### config.mk
export PLATFORM = sky130hd
export DESIGN_NAME = arp_ctrl
export DESIGN_NICKNAME = d
export VERILOG_FILES = /design/src/hw/rtl/arp_pkg.sv /design/src/hw/rtl/arp_ctrl.sv
export SDC_FILE = /design/constraint.sdc
export NUM_CORES = 1
export LEC_CHECK = 0
export BUFFER_PORTS_ARGS = -buffer_cell sky130_fd_sc_hd__buf_2
export CORE_AREA = 3 3 40 42
export CTS_BUF_LIST = sky130_fd_sc_hd__clkbuf_4 sky130_fd_sc_hd__clkbuf_8 sky130_fd_sc_hd__clkbuf_16
export DETAILED_ROUTE_END_ITERATION = 16
export DIE_AREA = 0 0 43 45
export HOLD_SLACK_MARGIN = 0.12
export SLEW_MARGIN = 10
export SYNTH_ARGS = -nofsm -noshare
export SYNTH_HDL_FRONTEND = slang
export SYNTH_SLANG_ARGS = --single-unit
### constraint.sdc
create_clock -name aclk -period 1.4 [get_ports aclk]
set_input_delay 0.14 -clock aclk [delete_from_list [all_inputs] [get_ports aclk]]
set_output_delay 0.14 -clock aclk [all_outputs]
set_load 0.01 [all_outputs]
### src/hw/rtl/arp_pkg.sv
package arp_pkg;

    // Input modes
    localparam logic [2:0] MODE_PACKET     = 3'd0;
    localparam logic [2:0] MODE_ADD        = 3'd1;
    localparam logic [2:0] MODE_SET        = 3'd2;
    localparam logic [2:0] MODE_LOOKUP_IP  = 3'd3;
    localparam logic [2:0] MODE_LOOKUP_MAC = 3'd4;
    localparam logic [2:0] MODE_TICK       = 3'd5;

    // Result kinds
    localparam logic [1:0] KIND_STATUS = 2'd0;
    localparam logic [1:0] KIND_LOOKUP = 2'd1;
    localparam logic [1:0] KIND_FRAME  = 2'd2;

    // ARP opcodes
    localparam logic [1:0]  TX_OP_REQUEST = 2'd1;
    localparam logic [1:0]  TX_OP_REPLY   = 2'd2;
    localparam logic [15:0] RX_OP_REQUEST = 16'd1;

    // Header checks
    localparam logic [15:0] HW_TYPE_ETH  = 16'h0001;
    localparam logic [15:0] PROTO_IPV4   = 16'h0800;
    localparam logic [7:0]  HW_LEN_ETH   = 8'd6;
    localparam logic [7:0]  PROTO_LEN_V4 = 8'd4;

    localparam logic [47:0] MAC_ZERO  = 48'h0000_0000_0000;
    localparam logic [47:0] MAC_BCAST = 48'hFFFF_FFFF_FFFF;
    localparam logic [31:0] IP_ZERO   = 32'h0000_0000;
    localparam logic [31:0] IP_BCAST  = 32'hFFFF_FFFF;

    // Configuration register indexes
    localparam logic [7:0] REG_OWN_IP   = 8'd0;
    localparam logic [7:0] REG_OWN_MAC  = 8'd1;
    localparam logic [7:0] REG_AGING    = 8'd2;
    localparam logic [7:0] REG_ASK      = 8'd3;

    localparam logic [15:0] AGING_RESET = 16'd60;
    localparam logic [15:0] ASK_RESET   = 16'd10;

    localparam int IN_DATA_W  = 208;
    localparam int OUT_DATA_W = 216;

    typedef enum logic [3:0] {
        ST_IDLE,
        ST_SEARCH,
        ST_LEARN,
        ST_REPLY,
        ST_STATUS,
        ST_TICK_MAC,
        ST_TICK_IP
    } state_t;

    // Controller to datapath
    typedef struct packed {
        logic capture;
        logic learn;
        logic emit_reply;
        logic emit_status;
        logic tick_mac_step;
        logic tick_ip_step;
        logic clr_idx;
    } cmd_t;

    // Datapath to controller
    typedef struct packed {
        logic [2:0] mode;
        logic       hdr_ok;
        logic       reply_due;
        logic       ask_due;
        logic       idx_last;
        logic       out_free;
    } stat_t;

endpackage

### src/hw/rtl/arp_ctrl.sv
module arp_ctrl
    import arp_pkg::*;
(
    input  logic   aclk,
    input  logic   aresetn,
    input  logic   s_tvalid,
    output logic   s_tready,
    input  stat_t  stat,
    output cmd_t   cmd
);

    state_t state_reg, state_next;

    // State register
    always_ff @(posedge aclk) begin
        if (!aresetn) begin
            state_reg <= ST_IDLE;
        end else begin
            state_reg <= state_next;
        end
    end

    // Next state and commands
    always_comb begin
        state_next = state_reg;
        cmd        = '0;
        s_tready   = 1'b0;
        case (state_reg)
            ST_IDLE: begin
                s_tready = 1'b1;
                if (s_tvalid) begin
                    cmd.capture = 1'b1;
                    state_next  = ST_SEARCH;
                end
            end
            ST_SEARCH: begin
                case (stat.mode)
                    MODE_PACKET:     state_next = stat.hdr_ok ? ST_LEARN : ST_STATUS;
                    MODE_ADD,
                    MODE_SET:        state_next = ST_LEARN;
                    MODE_TICK: begin
                        cmd.clr_idx = 1'b1;
                        state_next  = ST_TICK_MAC;
                    end
                    default:         state_next = ST_STATUS;
                endcase
            end
            ST_LEARN: begin
                cmd.learn  = 1'b1;
                state_next = (stat.mode == MODE_PACKET && stat.reply_due) ? ST_REPLY
                                                                         : ST_STATUS;
            end
            ST_REPLY: begin
                if (stat.out_free) begin
                    cmd.emit_reply = 1'b1;
                    state_next     = ST_STATUS;
                end
            end
            ST_TICK_MAC: begin
                // a due re-ask needs the output register free
                if (!stat.ask_due || stat.out_free) begin
                    cmd.tick_mac_step = 1'b1;
                    if (stat.idx_last) begin
                        cmd.clr_idx = 1'b1;
                        state_next  = ST_TICK_IP;
                    end
                end
            end
            ST_TICK_IP: begin
                cmd.tick_ip_step = 1'b1;
                if (stat.idx_last) begin
                    state_next = ST_STATUS;
                end
            end
            ST_STATUS: begin
                if (stat.out_free) begin
                    cmd.emit_status = 1'b1;
                    state_next      = ST_IDLE;
                end
            end
            default: state_next = ST_IDLE;
        endcase
    end

endmodule

# Word-level counts from Yosys, hierarchy flattened

Cells that the tools add are included.

Equality and inequality tests: 15
Multiplexer cells: 24
Reduce and logical (&&, ||, !) cells: 7

Operators with widths:

| operator                                                              | number |
|---|---|
| 4-bit case mux with 7 select lines                                    | 1 |
| 4-bit two-way mux                                                     | 6 |
| 1-bit two-way mux                                                     | 13 |
| 4-bit by 3-bit equality test with 1-bit output, second input constant | 3 |
| 2-bit inequality test, second input constant                          | 6 |
| 3-bit case mux with 3 select lines                                    | 1 |
| 4-bit by 2-bit equality test with 1-bit output, second input constant | 2 |
| 3-bit two-way mux                                                     | 2 |
| 6-bit AND reduction                                                   | 1 |
| 4-bit by 1-bit equality test with 1-bit output, second input constant | 1 |
| 4-bit logical NOT                                                     | 1 |
| 3-bit by 1-bit equality test with 1-bit output, second input constant | 1 |
| 3-bit by 2-bit equality test with 1-bit output, second input constant | 1 |
| 3-bit equality test, second input constant                            | 1 |
| 3-bit logical NOT                                                     | 1 |
| 1-bit case mux with 2 select lines                                    | 1 |
| 2-bit OR reduction                                                    | 1 |
| 1-bit logical AND                                                     | 1 |
| 1-bit logical NOT                                                     | 1 |
| 1-bit logical OR                                                      | 1 |

Flip-flop bits (word level): 4
Input port bits: 11
Output and inout port bits: 8
Word-level logic and storage cells: 47

# Depth between registers and ports, before layout

Gate-level depths: netlist (run 1).

Word-level depth: 4
Mapped depth: 6
Mapped depth without buffers: 5

# Least setup slack after synthesis (run 1)

OpenSTA, ideal clock, no wires.

Path kind: reg2reg
Start point: register state_reg[2]
End point: register state_reg[0]
Setup time: 0.115 ns
Data arrival time: 1.145 ns
Data required time: 1.285 ns
Path slack: 0.140 ns
Stages on the path, launching flop included: 7
Buffers on the path: 1
Period minus slack after synthesis: 1.260 ns
Path through: dfxtp_1 -> buf_2 -> nor2b_1 -> a31oi_2 -> o311ai_2 -> o2bb2ai_1 -> and2_1

Longest elaborated chain between the ends: 3
Elaborated cells between the ends (all ways): 15
Classes of those cells: eq/ne (12); mux (1); reduce/logical (2)

Ends and longest elaborated chain:

| item                                                                   | line           | text |
|---|---|---|
| start, declared                                                        | arp_ctrl.sv:12 | `state_t state_reg, state_next;` |
| start signal, assigned                                                 | arp_ctrl.sv:19 | `state_reg <= state_next;` |
| 4-bit by 3-bit equality test with 1-bit output (tied with other cells) | arp_ctrl.sv:28 | `case (state_reg)` |
| 2-bit inequality test (no line)                                        | -              |  |
| 6-bit AND reduction (no line)                                          | -              |  |

Several ways; a longest one is shown, not always the timed one.
A chain may end at the register's enable or synchronous reset.

==> results of run 1 <==
[synthesized netlist by cell type, drive strengths merged (2+ instances only)]
master  number  share of area, %
nand2        5               4.9
and2         4               6.6
buf          3               6.2
dfxtp        3                16
inv          3               3.0
nand2b       3               4.9
nand3        3               3.9
o21ai        3               3.9
a21boi       2               3.9
a21o         2               3.9
a21oi        2               2.6
nor2         2               2.0
nor3         2               2.6
nor4         2               4.9
[per-layer routing]
| metal | GRT usage (%) | share of wire (%) |
|---|---|---|
| met1 | 15.6 | 49 |
| met2 | 19.8 | 46 |
| met3 | 3.19 | 5.7 |
| met4 | 5.42 | 0 |
| met5 | 0 | 0 |
[power by group through the flow]
stage | clock network (mW) | logic [mW] | registers [mW]
6_report | 0.166 | 0.490 | 0.183
5_1_grt | 0.188 | 0.546 | 0.190
4_1_cts | 0.174 | 0.475 | 0.183
3_5_place_dp | 0 | 0.429 | 0.179
3_3_place_gp | 0 | 0.434 | 0.176
2_1_floorplan | 0 | 0.358 | 0.134
[cell families after synthesis]
logic type	synth area share [%]
compound gates	30.5
buf+inv	9.18
simple gates	42.3
xor+xnor	2.30
flops	15.7
[path summary, 6_finish.rpt]
path	to	depth (start not counted)	start	slack [ns]
hold / removal	state_reg[0]	2	aresetn	0.16
setup reg to reg	state_reg[0]	6	state_reg[1]	0.01
hold reg to reg	state_reg[1]	3	state_reg[1]	0.65
setup / recovery	cmd[0]	4	state_reg[1]	0.01
[repair_timing]
| action | in CTS | in global routing |
|---|---|---|
| pin swaps | 0 | 1 |
| resized for setup | 8 | 2 |
| setup buffers | 3 | 0 |
| endpoints found under the setup margin | 6 | 7 |
| hold buffers | 0 | 0 |
[worst max-delay path, delay by kind of cell (launching register included)]
family                 cells  cell delay [ns]
DFF                        1             0.37
and+or+nand+nor            2             0.39
buffers and inverters      1             0.13
AOI/OAI and AO/OA          1             0.14
[cell type report]
cell class,instances,share of cell area (%)
multi-input cells,41,51.8
repair buffers,25,26.3
flip-flops and latches,3,11.7
clock buffers,4,5.10
well taps,15,3.18
inverters,3,1.91
==> impl_metrics.json, run 1 <==
{
  "instances_no_fill": 91,
  "postLayoutCellArea_sq_um": 589,
  "num-nets-final": 88,
  "synth_fp_nets": 61,
  "area_delta_synth_final_pct": 54.4,
  "vias": 424,
  "maxCapViolCount": 0,
  "drt_iter0_drc": 4,
  "final.setup_skew_ns": 0.00159,
  "worstPathArrival_ns": 1.25,
  "initial_core_util_pct": 29.7,
  "cts_buffers": 3,
  "worstPathCellList": "and4bb_2 > and2_4 > a21o_1 > buf_2",
  "final_common_cell": "buf_2",
  "die_x_microns": 43,
  "switching_share_pct": 40.3,
  "die_area_sq_um": 1940,
  "die_h_microns": 45,
  "power.share.clock_pct": 19.7,
  "worst_slack_ns": 0.0112,
  "syn_avg_cell_area_sq_um": 7.63,
  "rows": 13,
  "final_cell_mix": "buf_2 (18), buf_4 (6), nand2_1 (5), clkbuf_4 (4)",
  "crit_slowest_cell": "dfxtp_4",
  "combPwrFrac_pct": 58.4,
  "synthCells": 50,
  "leakage_nw": 0.273,
  "yosysSeqAreaShare_pct": 15.7,
  "fmax_mhz": 720,
  "drc": 0,
  "hold_viol_final": 0,
  "regArea_sq_um": 68.8,
  "antenna_found_initial": 0,
  "coreArea_sq_um": 1280,
  "gp_congestion": 0.805,
  "cts_tree": "built",
  "htree_levels": 1,
  "cp-end-kind": "output port",
  "ys.flop_type": "dfxtp_1",
  "ioPinCount": 19,
  "antenna_cells": 0,
  "synth_edf_count": 0,
  "min_path_type": "input port to flop",
  "fin_crit_sh_pct": 99.2,
  "tightest_slew_ns": 0.352,
  "layout-drive-gt1-share_pct": 56.6,
  "p_per_area_nw_per_um2": 1420,
  "fin_crit_ns": 1.39,
  "wl_microns": 1020,
  "setup_viol": 0,
  "p_sw_mw": 0.338,
  "slew_headroom_pct": 76.5,
  "viasPerCell": 4.66,
  "grt_pass1_vias": 431,
  "yosysUniqueCellTypes": 29,
  "ys_warn_count": 0,
  "grt_overflow": 0,
  "slew_violations": 0,
  "synth-async-reset-ratio_pct": 0,
  "cts.root.buffer_cell": "clkbuf_4",
  "status": "finished, final reports clean",
  "grt_use_total_pct": 12.3,
  "io_buffer_count": 18,
  "clk_pin_slew_ns": 0.04,
  "fin_total_pwr_mw": 0.839,
  "critical-path-max-stage-delay_ns": 0.37,
  "whs_ns": 0.156,
  "clock-sinks": 3,
  "synth_seq_cells": 3,
  "clk_latency_ns": 0.23,
  "critPathKind": "flop to output port",
  "netlist_area_sq_um": 382,
  "dpl.hpwl_microns": 786,
  "seq_power_share_pct": 21.9,
  "ir_worst_vdd_uv": 584,
  "dp_worst_setup_slack_ns": -0.0133,
  "grt_pass1_wl_microns": 1820,
  "placed_area_sq_um": 497,
  "cp_max_fo": 5,
  "nFillCells": 138,
  "internal_power_mw": 0.500,
  "placed_cells": 84,
  "antenna_left": 0,
  "post_drt_wl_per_cell_microns": 11.2,
  "rsz0062_at_grt": "yes",
  "final_core_util_pct": 45.9,
  "drtPass1Iterations": 2,
  "grt_max_degree": 11,
  "critPathLaunchType": "flop",
  "multi_input_area_sq_um": 305,
  "largest_reg_flops": 3,
  "clock_path_buffers": 2,
  "critPathRequiredTime_ns": 1.26,
  "tns_ns": 0
}
Power figures use the tool's default switching activity.
==> inputs of run 2 (changes only) <==
--- a/config.mk
+++ b/config.mk
@@ -5,6 +5,7 @@
 export SDC_FILE = /design/constraint.sdc
 export NUM_CORES = 1
 export LEC_CHECK = 0
+export ABC_AREA = 1
 export BUFFER_PORTS_ARGS = -buffer_cell sky130_fd_sc_hd__buf_2
 export CORE_AREA = 3 3 40 42
 export CTS_BUF_LIST = sky130_fd_sc_hd__clkbuf_4 sky130_fd_sc_hd__clkbuf_8 sky130_fd_sc_hd__clkbuf_16
==> run 2 against run 1 <==
  * Routed wire length decreased by 4.6%
  * Synthesized cell count is 46% higher
  * Maximum frequency increased by 8.5%
  * Design area decreased by 10%
  * Clock skew increased by 0.0024 ns
  * Final cell count increased by 21%
  * Largest power group unchanged
  * Sequential power down 3%
  * Flip-flop and latch count did not move
  * Critical path depth rose by 1
  * Synthesized area down 0.33%
  * Via count rose by 18%
==> impl_metrics.json, run 2 <==
{
  "clock-sinks": 3,
  "yosysSeqAreaShare_pct": 15.8,
  "maxCapViolCount": 0,
  "grt_max_degree": 7,
  "drt_iter0_drc": 5,
  "wl_microns": 972,
  "synth_edf_count": 0,
  "slew_headroom_pct": 88.8,
  "synth_top_area_share_pct": 18.8,
  "yosysUniqueCellTypes": 14,
  "gp_congestion": 0.785,
  "whs_ns": 0.161,
  "rows": 13,
  "largest_reg_flops": 3,
  "syn_avg_cell_area_sq_um": 5.21,
  "leakage_nw": 0.326,
  "slew_violations": 0,
  "cp-end-kind": "output port",
  "drc": 0,
  "fmax_mhz": 781,
  "antenna_found_initial": 0,
  "antenna_left": 0,
  "viasPerCell": 4.54,
  "tightest_slew_ns": 0.168,
  "critPathLaunchType": "flop",
  "cts.root.buffer_cell": "clkbuf_4",
  "reg2reg_depth": 8,
  "min_delay_path_depth": 3,
  "layout-drive-gt1-share_pct": 38.9,
  "antenna_cells": 0,
  "synthCells": 73,
  "status": "finished, final reports clean",
  "min_path_type": "input port to flop",
  "critPathRequiredTime_ns": 1.26,
  "worstPathArrival_ns": 1.14,
  "grt_pass1_wl_microns": 1660,
  "dpl.hpwl_microns": 817,
  "synth.most_common_cell": "nand2_1",
  "synth_seq_cells": 3,
  "area_delta_synth_final_pct": 39.1,
  "clock_path_buffers": 2,
  "rsz0062_at_grt": "no",
  "num-nets-final": 107,
  "ioPinCount": 19,
  "cts_buffers": 3,
  "setup_viol": 0,
  "hold_viol_final": 0,
  "grt_pass1_vias": 442,
  "yosys-top-cells-area": "nand2_1 (19%), dfxtp_1 (16%), nor2_1 (13%), inv_1 (12%), nand3_2 (11%)",
  "drtPass1Iterations": 4,
  "synth-async-reset-ratio_pct": 0,
  "final.setup_skew_ns": 0.00394,
  "post_drt_wl_per_cell_microns": 8.84,
  "synth_fp_nets": 84,
  "fin_crit_sh_pct": 91.4,
  "cp_max_fo": 6,
  "htree_levels": 1,
  "grt_overflow": 0,
  "coreArea_sq_um": 1280,
  "critPathKind": "flop to output port",
  "tns_ns": 0,
  "cts_tree": "built",
  "fin_crit_ns": 1.28,
  "die_h_microns": 45,
  "initial_core_util_pct": 29.6,
  "post-cts-setup-buffer-count": 0,
  "synthTopCellsByCount": "nand2_1 (19), nor2_1 (13), inv_1 (12)",
  "ir_worst_vdd_uv": 828,
  "die_area_sq_um": 1940,
  "die_x_microns": 43,
  "io_buffer_count": 18,
  "ys.flop_type": "dfxtp_1",
  "final_common_cell": "nand2_1",
  "yosys.area.top_type": "nand2_1",
  "netlist_area_sq_um": 380,
  "vias": 499,
  "clk_latency_ns": 0.23,
  "clk_pin_slew_ns": 0.04,
  "p_per_area_nw_per_um2": 1410,
  "grt_use_total_pct": 11.4,
  "final_cell_mix": "nand2_1 (19), buf_2 (18), nor2_1 (13), inv_1 (12), nand3_1 (6)",
  "ys_warn_count": 0
}
==> run 2: cells by family (layout without fill, tap and decap cells) <==
kind of cell	Yosys count	count (layout)	synth area share [%]
buffers and inverters	15	37	14.8
AOI/OAI and AO/OA	8	8	10.9
and+or+nand+nor	47	47	58.6
DFF	3	3	15.8
==> run 2: repair_timing <==
| item | 4_1_cts | 5_1_grt |
|---|---|---|
| endpoints found under the setup margin | 1 | 1 |
| gates resized for setup | 2 | 3 |
| hold buffers | 0 | 0 |
==> run 2: area by class of cell <==
type	instances	area, sq um
Inverter	15	56.3
Tap cell	15	18.8
Sequential cell	3	66.3
Timing Repair Buffer	18	90.1
Multi-Input combinational cell	55	268
Fill cell	153	756
Clock buffer	4	30.0
==> run 2: path summary, 6_finish.rpt <==
path	start	to	slack, ns
worst min register to register	state_reg[2]	state_reg[2]	0.53
worst min-delay path	aresetn	state_reg[1]	0.16
worst max-delay path	state_reg[0]	cmd[0]	0.12
worst max register to register	state_reg[0]	state_reg[1]	0.27
==> run 2: layer usage <==
layer	wire [microns]	global-route usage (%)	vias up
li1	-	-	272
met2	481	19.5	6
met4	0	5.42	0
met3	27	3.59	0
met5	0	0	-
met1	463	13.0	221
==> run 2: per-stage QoR <==
| step | cell area, sq um | power (mW) | worst slack (ns) | std cells | utilization [%] |
|---|---|---|---|---|---|
| finish | 529 | 0.747 | 0.120 | 110 | 41.2 |
| floorplan | 380 | 0.453 | 0.251 | 73 | - |
| CTS | 522 | 0.757 | 0.0280 | 110 | 40.6 |
| detailed placement | 489 | 0.573 | 0.178 | 106 | 38.1 |
| global route | 529 | 0.843 | 0.00517 | 110 | 41.2 |
| global placement | 489 | 0.578 | 0.187 | 106 | 38.1 |
==> run 2: power breakdown <==
part,switching (mW),total [mW],internal [mW]
clock,0.0426,0.169,0.126
combinational,0.244,0.401,0.157
sequential,0.0546,0.178,0.123
total,0.341,0.747,0.407
==> run 2: worst max-delay path, cell delays in order (launching register included) <==
cell	delay [ns]
dfxtp_2	0.38
nand3_2	0.14
a21oi_2	0.15
nand2_1	0.07
nand2_1	0.05
buf_2	0.12
